$ cat src/design/scs1_pkg.sv
// Package for the scan-code set 1 to ASCII translator.
// Holds key codes, the tracked key state type and the keymap tables.
// No dependencies.
package scs1_pkg;

  // Key codes, table size and character constants
  localparam logic [7:0] KeyLshift  = 8'h2A;
  localparam logic [7:0] KeyRshift  = 8'h36;
  localparam logic [7:0] KeyCaps    = 8'h3A;
  localparam logic [7:0] TableSize  = 8'd58;
  localparam logic [6:0] CaseOffset = 7'd32;
  localparam logic [6:0] LowerA     = 7'h61;
  localparam logic [6:0] LowerZ     = 7'h7A;

  // Tracked keyboard state
  typedef struct packed {
    logic       shift_held;
    logic       caps_lock_active;
    logic       caps_key_down;
    logic [7:0] previous_key;
  } state_t;

  // Translation of one code
  typedef struct packed {
    logic       emit;
    logic [6:0] ascii_char;
  } xlate_t;

  // Unshifted keymap, codes 0 to 57
  function automatic logic [6:0] plain_char(input logic [5:0] idx);
    logic [6:0] ch;
    case (idx)
      6'd1:    ch = 7'h1B;
      6'd2:    ch = 7'h31;
      6'd3:    ch = 7'h32;
      6'd4:    ch = 7'h33;
      6'd5:    ch = 7'h34;
      6'd6:    ch = 7'h35;
      6'd7:    ch = 7'h36;
      6'd8:    ch = 7'h37;
      6'd9:    ch = 7'h38;
      6'd10:   ch = 7'h39;
      6'd11:   ch = 7'h30;
      6'd12:   ch = 7'h2D;
      6'd13:   ch = 7'h3D;
      6'd14:   ch = 7'h08;
      6'd15:   ch = 7'h09;
      6'd16:   ch = 7'h71;
      6'd17:   ch = 7'h77;
      6'd18:   ch = 7'h65;
      6'd19:   ch = 7'h72;
      6'd20:   ch = 7'h74;
      6'd21:   ch = 7'h79;
      6'd22:   ch = 7'h75;
      6'd23:   ch = 7'h69;
      6'd24:   ch = 7'h6F;
      6'd25:   ch = 7'h70;
      6'd26:   ch = 7'h5B;
      6'd27:   ch = 7'h5D;
      6'd28:   ch = 7'h0A;
      6'd30:   ch = 7'h61;
      6'd31:   ch = 7'h73;
      6'd32:   ch = 7'h64;
      6'd33:   ch = 7'h66;
      6'd34:   ch = 7'h67;
      6'd35:   ch = 7'h68;
      6'd36:   ch = 7'h6A;
      6'd37:   ch = 7'h6B;
      6'd38:   ch = 7'h6C;
      6'd39:   ch = 7'h3B;
      6'd40:   ch = 7'h27;
      6'd41:   ch = 7'h60;
      6'd43:   ch = 7'h5C;
      6'd44:   ch = 7'h7A;
      6'd45:   ch = 7'h78;
      6'd46:   ch = 7'h63;
      6'd47:   ch = 7'h76;
      6'd48:   ch = 7'h62;
      6'd49:   ch = 7'h6E;
      6'd50:   ch = 7'h6D;
      6'd51:   ch = 7'h2C;
      6'd52:   ch = 7'h2E;
      6'd53:   ch = 7'h2F;
      6'd55:   ch = 7'h2A;
      6'd57:   ch = 7'h20;
      default: ch = 7'h00;
    endcase
    return ch;
  endfunction

  // Shifted keymap for non-letter keys; entries equal to the unshifted
  // character, and letters (handled by case folding), read as zero
  function automatic logic [6:0] shift_char(input logic [5:0] idx);
    logic [6:0] ch;
    case (idx)
      6'd2:    ch = 7'h21;
      6'd3:    ch = 7'h40;
      6'd4:    ch = 7'h23;
      6'd5:    ch = 7'h24;
      6'd6:    ch = 7'h25;
      6'd7:    ch = 7'h5E;
      6'd8:    ch = 7'h26;
      6'd9:    ch = 7'h2A;
      6'd10:   ch = 7'h28;
      6'd11:   ch = 7'h29;
      6'd12:   ch = 7'h5F;
      6'd13:   ch = 7'h2B;
      6'd26:   ch = 7'h7B;
      6'd27:   ch = 7'h7D;
      6'd39:   ch = 7'h3A;
      6'd40:   ch = 7'h22;
      6'd41:   ch = 7'h7E;
      6'd43:   ch = 7'h7C;
      6'd51:   ch = 7'h3C;
      6'd52:   ch = 7'h3E;
      6'd53:   ch = 7'h3F;
      default: ch = 7'h00;
    endcase
    return ch;
  endfunction

endpackage

$ cat src/design/scs1_xlate.sv
// Combinational translation of one set-1 scan code.
// Computes the next key state and the optional ASCII result.
// Depends on scs1_pkg.
module scs1_xlate (
  input  logic [7:0]       code_i,
  input  scs1_pkg::state_t state_i,
  output scs1_pkg::state_t state_o,
  output scs1_pkg::xlate_t result_o
);

  logic       release_flag;
  logic [6:0] key;
  logic [6:0] plain;
  logic [6:0] shifted;
  logic       is_letter;

  assign release_flag = code_i[7];
  assign key          = code_i[6:0];

  // Look up both keymaps
  assign plain     = scs1_pkg::plain_char(code_i[5:0]);
  assign shifted   = scs1_pkg::shift_char(code_i[5:0]);
  assign is_letter = (plain >= scs1_pkg::LowerA) && (plain <= scs1_pkg::LowerZ);

  // Update key state and decide whether a character goes out
  always_comb begin
    state_o       = state_i;
    result_o.emit = 1'b0;
    if (release_flag) begin
      if (({1'b0, key} == scs1_pkg::KeyLshift) || ({1'b0, key} == scs1_pkg::KeyRshift)) begin
        state_o.shift_held = 1'b0;
      end else if ({1'b0, key} == scs1_pkg::KeyCaps) begin
        state_o.caps_key_down = 1'b0;
      end
      if ({1'b0, key} == state_i.previous_key) begin
        state_o.previous_key = 8'd0;
      end
    end else if ((code_i == scs1_pkg::KeyLshift) || (code_i == scs1_pkg::KeyRshift)) begin
      state_o.shift_held = 1'b1;
    end else if (code_i == scs1_pkg::KeyCaps) begin
      if (!state_i.caps_key_down) begin
        state_o.caps_lock_active = ~state_i.caps_lock_active;
        state_o.caps_key_down    = 1'b1;
      end
    end else if (code_i != state_i.previous_key) begin
      state_o.previous_key = code_i;
      result_o.emit        = (code_i < scs1_pkg::TableSize);
    end
  end

  // Pick the character: fold letter case, else use the shifted entry while shift is held, else the plain one
  always_comb begin
    if (is_letter && (state_i.shift_held ^ state_i.caps_lock_active)) begin
      result_o.ascii_char = plain - scs1_pkg::CaseOffset;
    end else if (!is_letter && state_i.shift_held && (shifted != 7'd0)) begin
      result_o.ascii_char = shifted;
    end else begin
      result_o.ascii_char = plain;
    end
  end

endmodule

$ cat src/design/scancode_set1_to_ascii_core.sv
// Scan-code set 1 to ASCII translator, top level.
// The code enters the input register at the transfer; its translation enters the
// result register when the code advances, which waits while the result register
// holds a stalled character. One code per cycle while no code waits on a stall.
// Codes that give no character retire without using the result register.
// Reset clears the key state (shift, caps lock, caps key, last key) and
// both valid flags; depends on scs1_pkg and scs1_xlate.
module scancode_set1_to_ascii_core (
  input  logic       clk_i,
  input  logic       rst_ni,
  input  logic [7:0] scan_code_i,
  input  logic       scan_code_valid_i,
  output logic       scan_code_ready_o,
  output logic [6:0] ascii_char_o,
  output logic       ascii_char_valid_o,
  input  logic       ascii_char_ready_i
);

  logic             in_valid_q, in_valid_d;
  logic [7:0]       in_code_q;
  scs1_pkg::state_t state_q, state_d;
  scs1_pkg::xlate_t xlate;
  logic             out_valid_q, out_valid_d;
  logic [6:0]       out_char_q;
  logic             out_free;
  logic             advance;
  logic             in_xfer;

  scs1_xlate u_xlate (
    .code_i  (in_code_q),
    .state_i (state_q),
    .state_o (state_d),
    .result_o(xlate)
  );

  // Advance the held code when its result has room or it gives none
  assign out_free          = !out_valid_q || ascii_char_ready_i;
  assign advance           = in_valid_q && (out_free || !xlate.emit);
  assign scan_code_ready_o = !in_valid_q || advance;
  assign in_xfer           = scan_code_valid_i && scan_code_ready_o;

  assign in_valid_d  = in_xfer || (in_valid_q && !advance);
  assign out_valid_d = (advance && xlate.emit) || (out_valid_q && !ascii_char_ready_i);

  // Control state
  always_ff @(posedge clk_i or negedge rst_ni) begin
    if (!rst_ni) begin
      in_valid_q  <= 1'b0;
      out_valid_q <= 1'b0;
      state_q     <= '0;
    end else begin
      in_valid_q  <= in_valid_d;
      out_valid_q <= out_valid_d;
      if (advance) begin
        state_q <= state_d;
      end
    end
  end

  // Payload registers
  always_ff @(posedge clk_i) begin
    if (in_xfer) begin
      in_code_q <= scan_code_i;
    end
    if (advance && xlate.emit) begin
      out_char_q <= xlate.ascii_char;
    end
  end

  assign ascii_char_o       = out_char_q;
  assign ascii_char_valid_o = out_valid_q;

endmodule

$ cat config.mk
export PLATFORM = sky130hd
export DESIGN_NAME = scancode_set1_to_ascii_core
export DESIGN_NICKNAME = d
export VERILOG_FILES = /design/src/design/scs1_pkg.sv /design/src/design/scs1_xlate.sv /design/src/design/scancode_set1_to_ascii_core.sv
export SDC_FILE = /design/constraint.sdc
export NUM_CORES = 1
export LEC_CHECK = 0
export ABC_CLOCK_PERIOD_IN_PS = 5700
export BUFFER_PORTS_ARGS = -buffer_cell sky130_fd_sc_hd__buf_2
export CAP_MARGIN = 20
export CORE_MARGIN = 2
export CORE_UTILIZATION = 40
export DETAILED_ROUTE_END_ITERATION = 6
export GPL_ROUTABILITY_DRIVEN = 1
export GPL_TIMING_DRIVEN = 1
export MAX_ROUTING_LAYER = met4
export SYNTH_ARGS = -nofsm -noshare
export SYNTH_HDL_FRONTEND = slang
export SYNTH_SLANG_ARGS = --single-unit
$ cat constraint.sdc
create_clock -name clk_i -period 5.7 [get_ports clk_i]
set_input_delay 1.425 -clock clk_i [delete_from_list [all_inputs] [get_ports clk_i]]
set_output_delay 1.425 -clock clk_i [all_outputs]
set_load 0.02 [all_outputs]
### Word-level counts from Yosys, hierarchy flattened

Memory sizes are Yosys's and may differ from the RTL's. A register that Yosys moved wholly into a read port is not among the register bits.
Index checks and enable logic that the tools add are counted.
Widths: inputs -> output; s select.

| storage, ports and cells | value |
|---|---|
| memories kept | 2 |
| bits in read-only memories | 896 |
| register bits | 28 |

| operators by class | value |
|---|---|
| multiplexer cells | 19 |
| bitwise logic cells | 5 |
| order comparisons | 3 |
| add/sub/neg operators | 1 |
| reduce and logical (&&, ||, !) cells | 30 |
| equal/unequal tests | 14 |

Memories:

| memory | depth | bits a word | read ports | clocked after memory_dff | wr ports | line | source |
|---|---|---|---|---|---|---|---|
| (no name shown) | 64 | 7 | 1 | 1 | 0 | scs1_pkg.sv:95 | `case (idx)` |
| (no name shown) | 64 | 7 | 1 | 1 | 0 | scs1_pkg.sv:32 | `case (idx)` |

Operator list:

| operator | number |
|---|---|
| $eq 8x6->1 const B | 3 |
| $mux 8 | 3 |
| $eq 7x6->1 const B | 3 |
| $mux 9 | 2 |
| $reduce_and 5->1 | 3 |
| $mux 7 | 2 |
| $mux 6 | 2 |
| $mux 1 | 10 |
| $logic_and 1x1->1 | 9 |
| $eq 7x8->1 | 1 |
| $lt 8x6->1 const B | 1 |
| $ne 8x8->1 | 1 |
| $ge 7x7->1 const B | 1 |
| $le 7x7->1 const B | 1 |
| $logic_or 1x1->1 | 7 |
| $reduce_bool 7->1 | 1 |
| $sub 7x6->7 const B | 1 |
| $logic_not 1->1 | 6 |
| $ne 2x1->1 const B | 3 |
| $ne 2x2->1 const B | 3 |
| $reduce_bool 2->1 | 3 |
| $not 1->1 | 4 |
| $reduce_and 3->1 | 1 |
| $xor 1x1->1 | 1 |

### Depth between registers and ports, before layout

| depth | value |
|---|---|
| depth in word-level cells | 11 |
| gate-level depth with buffers | 14 |
| mapped depth without buffers | 11 |

### By module

A second synthesis with hierarchy kept.

| second synthesis, totals | value |
|---|---|
| cells, all modules | 332 |
| area total of the unflattened synthesis | 2904.0 µm² |

Modules (own cells, without submodules):

| module | area each (µm²) | cells each | instances | sequential area each (µm²) |
|---|---|---|---|---|
| scs1_xlate | 1676.6 | 245 | 1 | 0.0 |
| scancode_set1_to_ascii_core | 1227.4 | 87 | 1 | 775.7 |

### Least setup slack after synthesis

OpenSTA, ideal clock, no wires.

| timing path | value |
|---|---|
| path kind | in2reg |
| from | in ascii_char_ready_i |
| to | reg, netlist name u_xlate.shifted[1] |
| data arrival time | 3945 ps |
| stages | 13 |
| setup time | 122 ps |
| setup slack | 1634 ps |
| buffers on the path | 2 |
| cells stage by stage | inv_1 -> nand2_1 -> a2111oi_4 -> a21boi_2 -> buf_6 -> buf_6 -> mux2i_1 -> inv_1 -> ha_1 -> inv_1 -> a211oi_1 -> nor3_1 -> a221o_1 |

| on the way | value |
|---|---|
| cells in the longest elaborated chain, start to end | 6 |

RTL lines:

| element | line | source |
|---|---|---|
| start: declaration | scancode_set1_to_ascii_core.sv:16 | `input logic ascii_char_ready_i` |
| $logic_or 1x1->1 | scancode_set1_to_ascii_core.sv:37 | `assign out_free = !out_valid_q \|\| ascii_char_ready_i;` |
| $logic_or 1x1->1 | scancode_set1_to_ascii_core.sv:38 | `assign advance = in_valid_q && (out_free \|\| !xlate.emit);` |
| $logic_and 1x1->1 | scancode_set1_to_ascii_core.sv:38 |  |
| $logic_or 1x1->1 | scancode_set1_to_ascii_core.sv:39 | `assign scan_code_ready_o = !in_valid_q \|\| advance;` |
| $logic_and 1x1->1 | scancode_set1_to_ascii_core.sv:40 | `assign in_xfer = scan_code_valid_i && scan_code_ready_o;` |
| $mux 6 (no source line) | - |  |

Every way passes these cells.
A chain may end at the register's enable or synchronous reset.

### Final worst setup path

| timing path | value |
|---|---|
| from | in ascii_char_ready_i |
| to | reg, netlist name u_xlate.shifted[1] |

| on the way | value |
|---|---|
| cells in the longest elaborated chain, start to end | 6 |

RTL lines:

| element | line |
|---|---|
| $logic_or 1x1->1 | scancode_set1_to_ascii_core.sv:37 |
| $logic_or 1x1->1 | scancode_set1_to_ascii_core.sv:38 |
| $logic_and 1x1->1 | scancode_set1_to_ascii_core.sv:38 |
| $logic_or 1x1->1 | scancode_set1_to_ascii_core.sv:39 |
| $logic_and 1x1->1 | scancode_set1_to_ascii_core.sv:40 |
| $mux 6 (no source line) | - |

Every way passes these cells.

==> run_results.csv <==
group,metric,value,unit
global_routing,grt_util_all_layers,0.210,
setup_path,path_cells,"buf_2 -> inv_1 -> nand2_1 -> a2111oi_4 -> a21boi_4 -> mux2i_1 -> inv_1 -> ha_1 -> inv_1 -> a211oi_1 -> nor3_1 -> a221o_1",
setup_path,setup.reg_to_reg.worst_slack,1.62,ns
clock_network,cts_tree,"done",
routing,detailroute.via_count,2804,
synth,mappedNetlistArea,3170,µm²
die,dieArea,8640,µm²
setup_path,required,5.89,ns
run,maxCapViolCount,0,
layout,final_common_cell,"nand2_1",
clock_network,clk_pin_slew_worst_setup_hold_paths,0.10,ns
timing,final.setup.tns,0,ns
clock_network,htree_levels,2,
place,detailed_place_hpwl,6.00,mm
routing,drc_errors,0,
power_and_ir_drop,p_per_area,249,nW/µm²
worst_hold_path,path_category_of_the_worst_min_delay_check,"flop to flop",
layout,drive_above_1_share,0.168,
setup_path,startpoint_type,"primary input",
synth,synthArstFlopShare,0.293,
layout,postLayoutCellArea,3400,µm²
routing,wl_met3,524,µm
power_and_ir_drop,power.leakage,1.36,nW
die,die_width,93.0,µm
clock_network,post_cts_hold_buffer_count,0,
routing,wirelength,8.57,mm
place,io_buffer_count,20,
layout,fin_nets,382,
clock_network,cts_root_buffer,"clkbuf_8",
synth,yosys_warnings,0,
timing,final_min_period_over_clock_period,0.725,
routing,detail_route.wirelength.met1,3.78,mm
global_routing,initial_antenna_violation_count,0,
timing,number_of_endpoints_failing_setup_at_the_final_stage,0,
clock_network,max-clock-path-buffers,2,
global_routing,grt_start_max_net_pins,52,
synth,synthesis.instances,351,
synth,synth_area_leader_cell,"edfxtp_1",
clock_network,cts-buffers-inserted,5,
routing,detail_route.iter0.violations,276,
routing,dr.max_layer_used,"met4",
synth,average_cell_area_after_synthesis,9.02,µm²
power_and_ir_drop,combinational_group_share_of_total_power,0.274,
setup_path,crit_path_frequent_cell,"inv_1",
routing,ant_nets,0,
setup_path,critical_path.reg2reg.startpoint,"in_code_q[2]$_DFFE_PP_",
clock_network,post-cts-setup-buffer-count,0,
clock_network,clk_latency,0.30,ns
routing,vias_per_cell,6.10,
die,initial_utilization,0.412,
die,die_height,93.0,µm
global_routing,first_global_vias,2677,
worst_hold_path,hold_wc_startpoint,"state_q[9]$_DFFE_PN0P_",
setup_path,worst_r2r_endpoint,"u_xlate.plain[0]$_DFF_P_",
layout,antenna_diode_instance_count,0,
clock_network,post_cts.resized_instances,0,
synth,ys_ff_latch,41,
synth,post_synth_net_total,376,
die,fp.coreArea,7690,µm²
synth,ys_seq_area_frac,0.326,
clock_network,clock_sinks,41,
timing,final_max_slew_viol_count,0,
power_and_ir_drop,design_power_total,0.000846,W
timing,timing_worst_slew_pin_value,0.841,ns
setup_path,path_max_fanout,9,
power_and_ir_drop,internal-power,0.000566,W
timing,max-slew-margin-rel,0.423,
routing,detail_route.wl_per_cell,18.6,µm
setup_path,timing.critical_path.to_type,"flop",
die,rows,32,
synth,synth_enable_flop_cells,15,
die,top_level_ports,21,
power_and_ir_drop,clkPwrFrac,0.285,
place,gp_congestion,0.910,
layout,layout_common_cells,"nand2_1, nor2_1, o21ai_0, buf_2",
status,run_status,"finished, final reports clean",
global_routing,global_route_wire_length_before_repair,14.1,mm
worst_hold_path,hold-path-cell-count,1,
layout,n_fill_cell,785,
worst_hold_path,timing.hold.worst_endpoint,"state_q[9]$_DFFE_PN0P_",
power_and_ir_drop,p_sw,0.000280,W
setup_path,timing.critical_path.slowest_stage_cell,"mux2i_1",
timing,finalClockSkew,0.0134,ns
setup_path,r2r.worst_path.cells,11,
synth,synth.top_cell.area_share,0.142,
power_and_ir_drop,swShare,0.331,
power_and_ir_drop,power.ir.vdd_worst,0.000107,V
timing,period_needed,4.13,ns
synth,yosysUniqueCellTypes,65,
layout,layout-area-overhead-vs-synth,7.47,%
place,place_area,3290,µm²
timing,max_freq,242,MHz
setup_path,timing.critical_path.slowest_cell_delay,0.67,ns
global_routing,global_route.overflow_total,0,
routing,drt_pre_antenna_iters,5,
power_and_ir_drop,seq_power_share,0.441,
timing,rsz0062_at_grt,"false",
synth,post_synth_main_area_contributors,"edfxtp_1, dfrtp_1, dfxtp_1",
synth,synth_top_flop_cell,"edfxtp_1",
routing,met2_wirelength,3.97,mm
setup_path,timing.critical_path.arrival,4.32,ns
timing,hold_viol_final,0,
setup_path,timing_worst_setup_path_type,"primary input to flop",
timing,whs,0.490,ns
## synthesized netlist by cell type, drive strengths merged, types with 4 or more instances
library cell	number
o21ai	20
mux2	15
o2111ai	5
a211oi	6
nand2	38
inv	12
buf	15
xor2	9
a21oi	18
o211ai	4
nand4	4
and3	5
nor2b	5
dfrtp	12
dfxtp	14
nand2b	8
nor3	10
edfxtp	15
mux2i	20
nand3	11
o31ai	4
a31oi	5
a31o	4
clkbuf	9
ha	13
nor2	21
## per-stage QoR
step	setup slack [ns]	instances	util
2_1_floorplan	1.63	351	-
3_3_place_gp	1.36	452	0.428
3_5_place_dp	1.28	452	0.428
4_1_cts	1.62	460	0.443
5_1_grt	1.34	460	0.443
6_report	1.57	460	0.443
## flip-flops by register name, summed over array words and instances, names as in the netlist
name,flops
ascii_char_o,7
ascii_char_valid_o,1
in_code_q,8
in_valid_q,1
state_q,10
u_xlate.plain,7
u_xlate.shifted,7
## worst max-delay path by stage
stage / startpoint / end / slack [ns] / cells after the start
3_5_place_dp: ascii_char_ready_i / u_xlate.shifted[1]$_DFF_P_ / 1.28 / 12
4_1_cts: in_code_q[2]$_DFFE_PP_ / u_xlate.plain[0]$_DFF_P_ / 1.62 / 11
3_3_place_gp: ascii_char_ready_i / u_xlate.shifted[1]$_DFF_P_ / 1.36 / 12
2_1_floorplan: ascii_char_ready_i / u_xlate.shifted[1]$_DFF_P_ / 1.63 / 13
6_report: ascii_char_ready_i / u_xlate.shifted[1]$_DFF_P_ / 1.57 / 12
5_1_grt: in_code_q[2]$_DFFE_PP_ / u_xlate.plain[3]$_DFF_P_ / 1.34 / 11
## worst max-delay path, delay by kind of cell
kind / cells / cell delay (ns)
and+or+nand+nor: 2 / 0.17
AOI/OAI and AO/OA: 4 / 1.04
adders and majority gates: 1 / 0.48
muxes: 1 / 0.67
buffers and inverters: 4 / 0.54
## cells by family (layout without fill, tap and decap cells)
group / Yosys count / count (layout) / share of synthesized area
buffers and inverters: 36 / 43 / 0.0581
adders and majority gates: 13 / 13 / 0.0514
AOI/OAI and AO/OA: 97 / 97 / 0.222
xor gates and xnor gates: 11 / 11 / 0.0304
and+or+nand+nor: 118 / 118 / 0.187
muxes: 35 / 35 / 0.125
DFF: 41 / 41 / 0.326
## area by class of cell
type / instances / area, µm² / area share
clock inverter: 3 / 46.3 / 0.0136
timing repair buffer: 23 / 123 / 0.0360
inverter: 12 / 47.5 / 0.0140
tap: 102 / 128 / 0.0375
sequential: 41 / 1030 / 0.303
clock buffer: 5 / 68.8 / 0.0202
multi-input combinational: 274 / 1960 / 0.576
## power groups by stage
stage / Sequential, W / Clock, W / Combinational, W
2_1_floorplan: 0.000367 / 0 / 0.000180
3_3_place_gp: 0.000379 / 0 / 0.000227
3_5_place_dp: 0.000380 / 0 / 0.000227
4_1_cts: 0.000373 / 0.000247 / 0.000228
5_1_grt: 0.000378 / 0.000262 / 0.000253
6_report: 0.000373 / 0.000241 / 0.000232
## per-layer routing
metal / global-route usage / vias to the layer above
li1: - / 1320
met2: 0.335 / 141
met5: - / -
met4: 0.0882 / 0
met1: 0.275 / 1321
met3: 0.0185 / 22
Power figures use the tool's default switching activity.
